$ cat config.mk
export PLATFORM = sky130hd
export DESIGN_NAME = ramp_map_insert_interpolate
export DESIGN_NICKNAME = d
export VERILOG_FILES = /design/src/hdl/rmii_pkg.sv /design/src/hdl/ramp_map_insert_interpolate.sv
export SDC_FILE = /design/constraint.sdc
export NUM_CORES = 2
export LEC_CHECK = 0
export BUFFER_PORTS_ARGS = -buffer_cell sky130_fd_sc_hd__buf_2
export CAP_MARGIN = 0
export CORE_UTILIZATION = 57
export DETAILED_ROUTE_END_ITERATION = 16
export PLACE_DENSITY = 0.76
export SYNTH_ARGS = -nofsm -noshare
export SYNTH_HDL_FRONTEND = slang
export SYNTH_SLANG_ARGS = --single-unit
$ cat constraint.sdc
create_clock -name clock -period 7.1 [get_ports clock]
set_clock_uncertainty 0.2 [all_clocks]
set_input_delay 1.065 -clock clock [delete_from_list [all_inputs] [get_ports clock]]
set_output_delay 1.065 -clock clock [all_outputs]
set_load 0.02 [all_outputs]
$ cat src/hdl/rmii_pkg.sv
package rmii_pkg;

   localparam int BINS = 10;
   localparam int BIN_IDX_W = 4;
   localparam int POS_W = 16;
   localparam int SPEED_W = 10;
   localparam int VAL_W = 16;
   localparam int PITCH_W = 9;
   localparam int CEN_W = 17;
   localparam int PROD_W = 33;
   localparam int CROW_W = 6;

   localparam logic [CEN_W-1:0] CENTRE_BASE = 17'd1200;
   localparam int BIN_SPAN = 100;
   localparam logic [SPEED_W-1:0] SPEED_MAX = 10'd1000;
   localparam logic [PITCH_W-1:0] PITCH_RESET = 9'd200;

   typedef enum logic [1:0] {
      CMD_INSERT = 2'd0,
      CMD_LOOKUP = 2'd1,
      CMD_CLEAR  = 2'd2,
      CMD_NONE   = 2'd3
   } cmd_type;

   typedef enum logic {
      CSR_ENABLE = 1'b0,
      CSR_PITCH  = 1'b1
   } csr_index_type;

   typedef enum logic [3:0] {
      S_IDLE,
      S_RSCAN,
      S_INS_RD,
      S_INS_CMP,
      S_INS_FILL,
      S_RSEL,
      S_BRD,
      S_BCHK,
      S_BEND,
      S_RDONE,
      S_MUL,
      S_DIV,
      S_ADD,
      S_DONE
   } state_type;

endpackage

$ cat src/hdl/ramp_map_insert_interpolate.sv
// Ramp calibration map with insert, clear and two-dimensional interpolated lookup.
// A command is taken when start is high and busy is low; exactly one result beat
// follows, shown for one cycle with rsp_strobe, and the receiver cannot stall it.
// All work runs on one sequencer with a value memory of one write port and one
// registered read port, one multiplier and one radix-2 divider. A clear, an
// unknown command, a disabled block or a speed outside the bins goes straight to
// the result beat. An insert scans the rows, then reads, compares and rewrites one
// bin or, on a row's first bin write, fills all ten bins of that row. A lookup runs
// the row scan, up to two bin scans and up to three multiply and divide passes.
// Reset empties the map at once through per-row fill flags.
module ramp_map_insert_interpolate #(
   parameter int ROWS = 16
) (
   input  logic                               clock,
   input  logic                               reset,
   input  logic                               start,
   output logic                               busy,
   input  logic [1:0]                         req_command,
   input  logic [rmii_pkg::POS_W-1:0]         req_position,
   input  logic [rmii_pkg::SPEED_W-1:0]       req_speed,
   input  logic [rmii_pkg::VAL_W-1:0]         req_ramp_value,
   output logic                               rsp_strobe,
   output logic                               rsp_ok,
   output logic                               rsp_row_changed,
   output logic [rmii_pkg::CROW_W-1:0]        rsp_changed_row,
   output logic [rmii_pkg::VAL_W-1:0]         rsp_ramp_out,
   input  logic                               csr_valid,
   output logic                               csr_ready,
   input  logic                               csr_index,
   input  logic [rmii_pkg::PITCH_W-1:0]       csr_wdata
);

   localparam int RIW = (ROWS > 1) ? $clog2(ROWS) : 1;
   localparam int DEPTH = ROWS * rmii_pkg::BINS;
   localparam int AW = $clog2(DEPTH);
   localparam int CEN_W = rmii_pkg::CEN_W;
   localparam int VAL_W = rmii_pkg::VAL_W;
   localparam int BW = rmii_pkg::BIN_IDX_W;
   localparam int PW = rmii_pkg::PROD_W;

   rmii_pkg::state_type state_ff, state_in;

   logic                          enable_ff;
   logic [rmii_pkg::PITCH_W-1:0]  pitch_ff;
   logic [ROWS-1:0]               nz_ff;
   logic [VAL_W-1:0]              mem_ff [DEPTH];
   logic [VAL_W-1:0]              rd_ff;

   logic [1:0]        cmd_ff;
   logic [CEN_W-1:0]  pos_ff;
   logic [BW-1:0]     tgt_ff;
   logic [VAL_W-1:0]  val_ff;
   logic [RIW-1:0]    row_ff;
   logic [CEN_W-1:0]  cen_ff;

   logic              past_ff, lo_v_ff, hi_v_ff, hit_v_ff, both_ff, pass_ff;
   logic [RIW-1:0]    lo_row_ff, hi_row_ff, hit_row_ff, rl_row_ff;
   logic [CEN_W-1:0]  c_lo_ff, c_hi_ff, tpos_ff;

   logic [BW-1:0]     bin_ff, blo_bin_ff, bhi_bin_ff;
   logic              bpast_ff;
   logic [VAL_W-1:0]  blo_ff, bhi_ff, bhit_ff, rv_ff, a_ff;

   logic              lvl_ff, neg_ff;
   logic [CEN_W-1:0]  opm_ff, div_ff;
   logic [VAL_W-1:0]  opd_ff, base_ff;
   logic [PW-1:0]     quo_ff;
   logic [CEN_W-1:0]  rem_ff;
   logic [5:0]        cnt_ff;

   logic                         ok_ff, chg_ff;
   logic [rmii_pkg::CROW_W-1:0]  crow_ff;
   logic [VAL_W-1:0]             rout_ff;

   logic              accept, spd_ok, go_scan;
   logic [BW-1:0]     tgt_in;
   logic [CEN_W-1:0]  half, lo_edge, hi_edge;
   logic              nz, last, in_row, ins_match, lk_stop;
   logic              rnz, bin_last, b_stop;
   logic [CEN_W:0]    rem_sh;
   logic              rem_ge;
   logic [VAL_W-1:0]  add_res;
   logic              mem_we;
   logic [AW-1:0]     mem_waddr, mem_raddr;
   logic [VAL_W-1:0]  mem_wdata;

   assign accept = start && !busy;
   assign csr_ready = 1'b1;
   assign spd_ok = (req_speed != '0) && (req_speed <= rmii_pkg::SPEED_MAX);
   assign go_scan = enable_ff && spd_ok
                    && (req_command == rmii_pkg::CMD_INSERT
                        || req_command == rmii_pkg::CMD_LOOKUP);

   always_comb begin
      tgt_in = '0;
      for (int k = 1; k < rmii_pkg::BINS; k++) begin
         if (req_speed > rmii_pkg::SPEED_W'(k * rmii_pkg::BIN_SPAN)) begin
            tgt_in = tgt_in + 1'b1;
         end
      end
   end

   assign half = CEN_W'(pitch_ff[rmii_pkg::PITCH_W-1:1]);
   assign lo_edge = cen_ff - half;
   assign hi_edge = cen_ff + half;
   assign nz = nz_ff[row_ff];
   assign last = (row_ff == RIW'(ROWS - 1));
   assign in_row = (lo_edge < pos_ff) && (hi_edge >= pos_ff);
   assign ins_match = in_row || ((row_ff == '0) && (lo_edge >= pos_ff))
                      || (last && (hi_edge <= pos_ff));
   assign lk_stop = (nz && !past_ff && (cen_ff >= pos_ff)) || (nz && past_ff) || last;

   assign rnz = (rd_ff != '0);
   assign bin_last = (bin_ff == BW'(rmii_pkg::BINS - 1));
   assign b_stop = (rnz && bpast_ff) || bin_last;

   assign rem_sh = {rem_ff, quo_ff[PW-1]};
   assign rem_ge = (rem_sh >= {1'b0, div_ff});
   assign add_res = neg_ff ? (base_ff - quo_ff[VAL_W-1:0]) : (base_ff + quo_ff[VAL_W-1:0]);

   // Next state.
   always_comb begin
      state_in = state_ff;
      case (state_ff)
         rmii_pkg::S_IDLE: begin
            if (accept) begin
               state_in = go_scan ? rmii_pkg::S_RSCAN : rmii_pkg::S_DONE;
            end
         end
         rmii_pkg::S_RSCAN: begin
            if (cmd_ff == rmii_pkg::CMD_INSERT) begin
               if (ins_match) begin
                  state_in = nz ? rmii_pkg::S_INS_RD : rmii_pkg::S_INS_FILL;
               end else if (last) begin
                  state_in = rmii_pkg::S_DONE;
               end
            end else if (lk_stop) begin
               state_in = rmii_pkg::S_RSEL;
            end
         end
         rmii_pkg::S_INS_RD:   state_in = rmii_pkg::S_INS_CMP;
         rmii_pkg::S_INS_CMP:  state_in = rmii_pkg::S_DONE;
         rmii_pkg::S_INS_FILL: begin
            if (bin_last) begin
               state_in = rmii_pkg::S_DONE;
            end
         end
         rmii_pkg::S_RSEL: begin
            if (!hit_v_ff && !lo_v_ff && !hi_v_ff) begin
               state_in = rmii_pkg::S_DONE;
            end else begin
               state_in = rmii_pkg::S_BRD;
            end
         end
         rmii_pkg::S_BRD:  state_in = rmii_pkg::S_BCHK;
         rmii_pkg::S_BCHK: state_in = b_stop ? rmii_pkg::S_BEND : rmii_pkg::S_BRD;
         rmii_pkg::S_BEND: begin
            if (bhit_ff == '0 && blo_ff != '0 && bhi_ff != '0) begin
               state_in = rmii_pkg::S_MUL;
            end else begin
               state_in = rmii_pkg::S_RDONE;
            end
         end
         rmii_pkg::S_RDONE: begin
            if (both_ff && !pass_ff) begin
               state_in = rmii_pkg::S_BRD;
            end else if (both_ff) begin
               state_in = rmii_pkg::S_MUL;
            end else begin
               state_in = rmii_pkg::S_DONE;
            end
         end
         rmii_pkg::S_MUL: state_in = (div_ff == '0) ? rmii_pkg::S_ADD : rmii_pkg::S_DIV;
         rmii_pkg::S_DIV: begin
            if (cnt_ff == 6'd1) begin
               state_in = rmii_pkg::S_ADD;
            end
         end
         rmii_pkg::S_ADD:  state_in = lvl_ff ? rmii_pkg::S_DONE : rmii_pkg::S_RDONE;
         rmii_pkg::S_DONE: state_in = rmii_pkg::S_IDLE;
         default:          state_in = rmii_pkg::S_IDLE;
      endcase
   end

   // Outputs and memory control.
   always_comb begin
      busy = (state_ff != rmii_pkg::S_IDLE);
      rsp_strobe = (state_ff == rmii_pkg::S_DONE);
      mem_we = 1'b0;
      mem_waddr = AW'(row_ff) * AW'(rmii_pkg::BINS) + AW'(tgt_ff);
      mem_wdata = val_ff;
      mem_raddr = AW'(rl_row_ff) * AW'(rmii_pkg::BINS) + AW'(bin_ff);
      case (state_ff)
         rmii_pkg::S_INS_RD: begin
            mem_raddr = AW'(row_ff) * AW'(rmii_pkg::BINS) + AW'(tgt_ff);
         end
         rmii_pkg::S_INS_CMP: begin
            mem_we = (rd_ff != val_ff);
         end
         rmii_pkg::S_INS_FILL: begin
            mem_we = 1'b1;
            mem_waddr = AW'(row_ff) * AW'(rmii_pkg::BINS) + AW'(bin_ff);
            mem_wdata = (bin_ff == tgt_ff) ? val_ff : '0;
         end
         default: begin
            mem_we = 1'b0;
         end
      endcase
   end

   assign rsp_ok = ok_ff;
   assign rsp_row_changed = chg_ff;
   assign rsp_changed_row = crow_ff;
   assign rsp_ramp_out = rout_ff;

   always_ff @(posedge clock) begin
      if (mem_we) begin
         mem_ff[mem_waddr] <= mem_wdata;
      end
      rd_ff <= mem_ff[mem_raddr];
   end

   always_ff @(posedge clock) begin
      if (reset) begin
         state_ff <= rmii_pkg::S_IDLE;
         enable_ff <= 1'b0;
         pitch_ff <= rmii_pkg::PITCH_RESET;
         nz_ff <= '0;
      end else begin
         state_ff <= state_in;
         if (csr_valid && csr_ready) begin
            case (csr_index)
               rmii_pkg::CSR_ENABLE: enable_ff <= csr_wdata[0];
               rmii_pkg::CSR_PITCH:  pitch_ff <= csr_wdata;
               default:              pitch_ff <= pitch_ff;
            endcase
         end
         if (accept && enable_ff && req_command == rmii_pkg::CMD_CLEAR) begin
            nz_ff <= '0;
         end
         if (state_ff == rmii_pkg::S_INS_FILL && bin_last) begin
            nz_ff[row_ff] <= 1'b1;
         end
      end
   end

   always_ff @(posedge clock) begin
      case (state_ff)
         rmii_pkg::S_IDLE: begin
            if (accept) begin
               cmd_ff <= req_command;
               pos_ff <= CEN_W'(req_position);
               tgt_ff <= tgt_in;
               val_ff <= req_ramp_value;
               row_ff <= '0;
               cen_ff <= rmii_pkg::CENTRE_BASE;
               past_ff <= 1'b0;
               lo_v_ff <= 1'b0;
               hi_v_ff <= 1'b0;
               hit_v_ff <= 1'b0;
               bin_ff <= '0;
               ok_ff <= 1'b0;
               chg_ff <= 1'b0;
               crow_ff <= '0;
               rout_ff <= '0;
            end
         end
         rmii_pkg::S_RSCAN: begin
            if (cmd_ff == rmii_pkg::CMD_LOOKUP) begin
               if (nz && !past_ff) begin
                  lo_v_ff <= 1'b1;
                  lo_row_ff <= row_ff;
                  c_lo_ff <= cen_ff;
               end
               if (nz && !past_ff && (cen_ff >= pos_ff)) begin
                  past_ff <= past_ff;
               end else if (nz && past_ff) begin
                  hi_v_ff <= 1'b1;
                  hi_row_ff <= row_ff;
                  c_hi_ff <= cen_ff;
               end else if (in_row) begin
                  tpos_ff <= cen_ff;
                  past_ff <= 1'b1;
                  if (nz) begin
                     hit_v_ff <= 1'b1;
                     hit_row_ff <= row_ff;
                  end
               end
            end
            if (!(cmd_ff == rmii_pkg::CMD_INSERT && ins_match) && !last) begin
               row_ff <= row_ff + 1'b1;
               cen_ff <= cen_ff + CEN_W'(pitch_ff);
            end
         end
         rmii_pkg::S_INS_CMP: begin
            ok_ff <= 1'b1;
            if (rd_ff != val_ff) begin
               chg_ff <= 1'b1;
               crow_ff <= rmii_pkg::CROW_W'(row_ff);
            end
         end
         rmii_pkg::S_INS_FILL: begin
            bin_ff <= bin_ff + 1'b1;
            if (bin_last) begin
               ok_ff <= 1'b1;
               if (val_ff != '0) begin
                  chg_ff <= 1'b1;
                  crow_ff <= rmii_pkg::CROW_W'(row_ff);
               end
            end
         end
         rmii_pkg::S_RSEL: begin
            pass_ff <= 1'b0;
            both_ff <= !hit_v_ff && lo_v_ff && hi_v_ff;
            rl_row_ff <= hit_v_ff ? hit_row_ff : (lo_v_ff ? lo_row_ff : hi_row_ff);
            bin_ff <= '0;
            bpast_ff <= 1'b0;
            blo_ff <= '0;
            bhi_ff <= '0;
            bhit_ff <= '0;
            blo_bin_ff <= '0;
            bhi_bin_ff <= '0;
         end
         rmii_pkg::S_BCHK: begin
            if (rnz && !bpast_ff) begin
               blo_ff <= rd_ff;
               blo_bin_ff <= bin_ff;
            end
            if (rnz && bpast_ff) begin
               bhi_ff <= rd_ff;
               bhi_bin_ff <= bin_ff;
            end else if (bin_ff == tgt_ff) begin
               bpast_ff <= 1'b1;
               if (rnz) begin
                  bhit_ff <= rd_ff;
               end
            end
            if (!b_stop) begin
               bin_ff <= bin_ff + 1'b1;
            end
         end
         rmii_pkg::S_BEND: begin
            lvl_ff <= 1'b0;
            opm_ff <= CEN_W'(tgt_ff - blo_bin_ff);
            opd_ff <= (bhi_ff >= blo_ff) ? (bhi_ff - blo_ff) : (blo_ff - bhi_ff);
            neg_ff <= (bhi_ff < blo_ff);
            base_ff <= blo_ff;
            div_ff <= CEN_W'(bhi_bin_ff - blo_bin_ff);
            if (bhit_ff != '0) begin
               rv_ff <= bhit_ff;
            end else if (blo_ff != '0) begin
               rv_ff <= blo_ff;
            end else begin
               rv_ff <= bhi_ff;
            end
         end
         rmii_pkg::S_RDONE: begin
            if (both_ff && !pass_ff) begin
               a_ff <= rv_ff;
               pass_ff <= 1'b1;
               rl_row_ff <= hi_row_ff;
               bin_ff <= '0;
               bpast_ff <= 1'b0;
               blo_ff <= '0;
               bhi_ff <= '0;
               bhit_ff <= '0;
               blo_bin_ff <= '0;
               bhi_bin_ff <= '0;
            end else if (both_ff) begin
               lvl_ff <= 1'b1;
               opm_ff <= tpos_ff - c_lo_ff;
               opd_ff <= (rv_ff >= a_ff) ? (rv_ff - a_ff) : (a_ff - rv_ff);
               neg_ff <= (rv_ff < a_ff);
               base_ff <= a_ff;
               div_ff <= c_hi_ff - c_lo_ff;
            end else begin
               rout_ff <= rv_ff;
            end
         end
         rmii_pkg::S_MUL: begin
            quo_ff <= (div_ff == '0) ? '0 : (PW'(opm_ff) * PW'(opd_ff));
            rem_ff <= '0;
            cnt_ff <= 6'(PW);
         end
         rmii_pkg::S_DIV: begin
            if (rem_ge) begin
               rem_ff <= CEN_W'(rem_sh - {1'b0, div_ff});
            end else begin
               rem_ff <= rem_sh[CEN_W-1:0];
            end
            quo_ff <= {quo_ff[PW-2:0], rem_ge};
            cnt_ff <= cnt_ff - 1'b1;
         end
         rmii_pkg::S_ADD: begin
            if (lvl_ff) begin
               rout_ff <= add_res;
            end else begin
               rv_ff <= add_res;
            end
         end
         default: begin
            cnt_ff <= cnt_ff;
         end
      endcase
   end

   a_done_idle: assert property (@(posedge clock) disable iff (reset)
      rsp_strobe |=> !busy)
      else $error("block stayed busy after its result beat");

   a_accept_busy: assert property (@(posedge clock) disable iff (reset)
      (start && !busy) |=> busy)
      else $error("accepted command did not make the block busy");

   a_changed_ok: assert property (@(posedge clock) disable iff (reset)
      (rsp_strobe && rsp_row_changed) |-> rsp_ok)
      else $error("row change reported without a placed value");

   a_lookup_only_ramp: assert property (@(posedge clock) disable iff (reset)
      (rsp_strobe && rsp_ok) |-> (rsp_ramp_out == '0))
      else $error("insert result carries a ramp value");

endmodule
==> metrics.md <==
| Metric | Value |
|---|---|
| CTS Buf Count | `315` |
| Post-synth EDFFs | `2931` |
| Placed cell areas | `140000 µm²` |
| Cell Area, Synth | `about 130000 µm²` |
| Worst EP required | `7530 ps` |
| Slew @ Worst Pin | `1360 ps` |
| Layout Cells excl Fill | `around 12000` |
| I/O pin cnt | `85` |
| Total global-route track usage | `29.9%` |
| Startpoint of the worst hold path | `req_ramp_value[5]` |
| Count of input and output buffers | `81` |
| Min-Delay Path Class | `primary input to flip-flop` |
| Final Core Density | `64.2%` |
| Max-Cap Viols | `0` |
| F_max | `around 140 MHz` |
| Placed cell count | `11503` |
| CP Data Arrival Time | `roughly 7300 ps` |
| Yosys Warn Count | `0` |
| Slew Limit Fails | `0` |
| DIE HEIGHT | `488 µm` |
| Most used cell, CP | `fa_1` |
| Largest area contributor in the netlist | `edfxtp_1` |
| Final Setup Violations | `0` |
| Synth async-reset ratio | `0%` |
| Vias | `78096` |
| Mean number of vias per cell | `6.48` |
| Worst reg2reg path depth | `22` |
| DRT antenna net count | `0` |
| TritonCTS clock tree | `done` |
| Die width | `488 µm` |
| Worst r2r src | `opm_ff[9]$_DFFE_PP_` |
| Count leader, synth | `edfxtp_1` |
| Tcrit/Tclk final | `97.2%` |
| CP endpoint kind | `flip-flop` |
| Post-synth cell types | `85` |
| Post-DP HPWL | `roughly 220 mm` |
| Final WL | `354 mm` |
| DR iter-0 viols | `slightly above 10000` |
| Clock buffer depth | `4` |
| Seq/Total Area, Yosys | `66.1%` |
| Antenna violations before repair | `11` |
| Nets@finish | `a little over 9000` |
| Post-synth top flop | `edfxtp_1` |
| Crit path launch | `opm_ff[9]$_DFFE_PP_` |
| Clock-pin slew on the worst setup and hold paths | `70 ps` |
| Clk_lat worst skew | `970 ps` |
| H-tree depth | `5` |
| Setup TNS | `0 ps` |
| Average wire per standard cell | `between 20 and 30 µm` |
| Layout cells sized above 1 | `17.7%` |
| Max stage delay on crit path | `600 ps` |
| Synth area leaders | `edfxtp_1, mux4_2, fa_1, ha_1, nand2_1` |
| Cell area after layout | `150000 µm²` |
| Number of hold buffers added after cts | `0` |
| Relative max-transition margin | `roughly 7%` |
| Number of synthesized register bits | `2977` |
| Critical Path, Cell by Cell | `buf_4 -> nand2_1 -> fa_1 -> inv_1 -> fa_1 -> fa_1 -> fa_1 -> fa_1 -> inv_1 -> fa_1 -> inv_1 -> ha_1 -> a21o_1 -> a21o_1 -> a21oi_1 -> o21ai_0 -> a221o_1 -> nor4b_4 -> o31a_1 -> o21ai_0 -> xnor2_1 -> a22o_1` |
| Synth top cells by count | `edfxtp_1, nand2_1, mux4_2, inv_1, nor2_1` |
| CP startpoint kind | `flip-flop` |
| GP Congestion | `0.908` |
| Status | `finished, final reports clean` |
| Std cell rows | `177` |
| CTS Root Cell | `clkbuf_16` |
| Clk sink count | `between 2000 and 3000` |
| Crit path kind | `flip-flop to flip-flop` |
| P&R area growth vs syn | `11.6%` |
| Hold depth | `1` |
| Slowest stage cell, crit path | `fa_1` |
| First-pass GRT wire length | `just over 500 mm` |
| Core area | `~230000 µm²` |
| DRC violations left | `0` |
| Initial Util | `57.6%` |
| Die area | `~240000 µm²` |
| Post-synthesis average cell area | `16.0 µm²` |
| Global route overflow | `0` |
| Hold Vio Cnt, Final | `0` |
| DR pass1 iterations | `6` |
| Top cell type's share of synthesized area | `65.5%` |
| Crit-path max FO | `9` |
| Vias in the first global route | `77620` |
| Crit path time final | `6900 ps` |
| Mapped Cells | `8379` |
| Largest net degree at the start of global routing | `109` |
layout by cell type, fill, tap and decap left out, types with 55 or more instances in the layout:
master     netlist  routed
nand2_1        867     865
a21o_1          59      59
xor2_1          86      86
fa_1           226     226
a311oi_1        79      79
buf_4           13     303
mux4_2         645     645
a211oi_1       121     119
nor2_1         389     363
and3_1          64      64
inv_1          450     448
nor3_1          67      66
nand3_1        152     150
a31oi_1         93      93
clkbuf_1       243      71
xnor2_1        127     127
buf_2          112      82
edfxtp_1      2931    2931
o21ai_0        156     154
and2_1         264     247
ha_1           346     346
clkinv_1         0      55
clkbuf_16        0     322
a21oi_1        232     230
what timing repair did:
action,CTS,global route
cloned,0,0
resized for setup,3,9
buffers inserted,2,10
setup endpoints to repair,3,7
pin swaps,0,4
through the flow:
stage / hold slack, ps / setup slack, ps
2_1_floorplan: 241 / 394
3_5_place_dp: 271 / -118
4_1_cts: 82.6 / 84.5
6_report: 134 / 201
5_1_grt: 103 / -3.13
3_3_place_gp: 267 / -101
layout make-up:
class,count,area [µm²]
flip-flops and latches,2977,88900
fillers,15641,83600
multi-input cells,4541,42400
clock buffers,396,8370
well taps,3132,3920
repair buffers,415,3290
inverters,450,1690
clock inverters,145,1380
diodes,5,12.5
final timing paths:
check | end | slack [ps]
min | val_ff[5]$_DFFE_PP_ | 130
max | quo_ff[32]$_DFFE_PP_ | 200
min reg2reg | a_ff[13]$_DFFE_PP_ | 240
max reg2reg | quo_ff[32]$_DFFE_PP_ | 200
layer usage:
| layer | up-vias | GRT usage (%) | wire length, µm |
|---|---|---|---|
| li1 | 32811 | - | - |
| met1 | 39706 | 41.2 | 132000 |
| met2 | 4777 | 46.3 | 166000 |
| met3 | 792 | 5.81 | 37100 |
| met4 | 10 | 14.3 | 18600 |
| met5 | - | 0 | 76 |
critical path, delay by kind of cell, from the launching register on:
kind | cells | cell delay (ps)
flip-flops | 1 | 530
AO/OA/AOI/OAI | 8 | 1580
adder cells (fa/ha/maj) | 7 | 3400
AND/OR/NAND/NOR | 2 | 400
XOR/XNOR | 1 | 140
buffers and inverters | 4 | 410
logic make-up after synthesis:
family          count (synthesis)  share of synthesized area [%]
mux                           699                           11.2
buf+inv                       862                           2.55
simple gates                 2025                           6.93
compound gates               1028                           5.15
flops                        2977                           66.1
fa+ha+maj                     572                           6.58
xor+xnor                      214                           1.40
other cells                     2                        0.00559
state kept, by name, summed over array words and instances (netlist names), 17 cells and up:
name     flops
c_hi_ff     17
c_lo_ff     17
cen_ff      17
div_ff      17
mem_ff    2560
opm_ff      17
quo_ff      33
rem_ff      17
tpos_ff     17
Power is not shown: default switching activity piles up to over one toggle a cycle in this logic, so the estimate is an artifact.
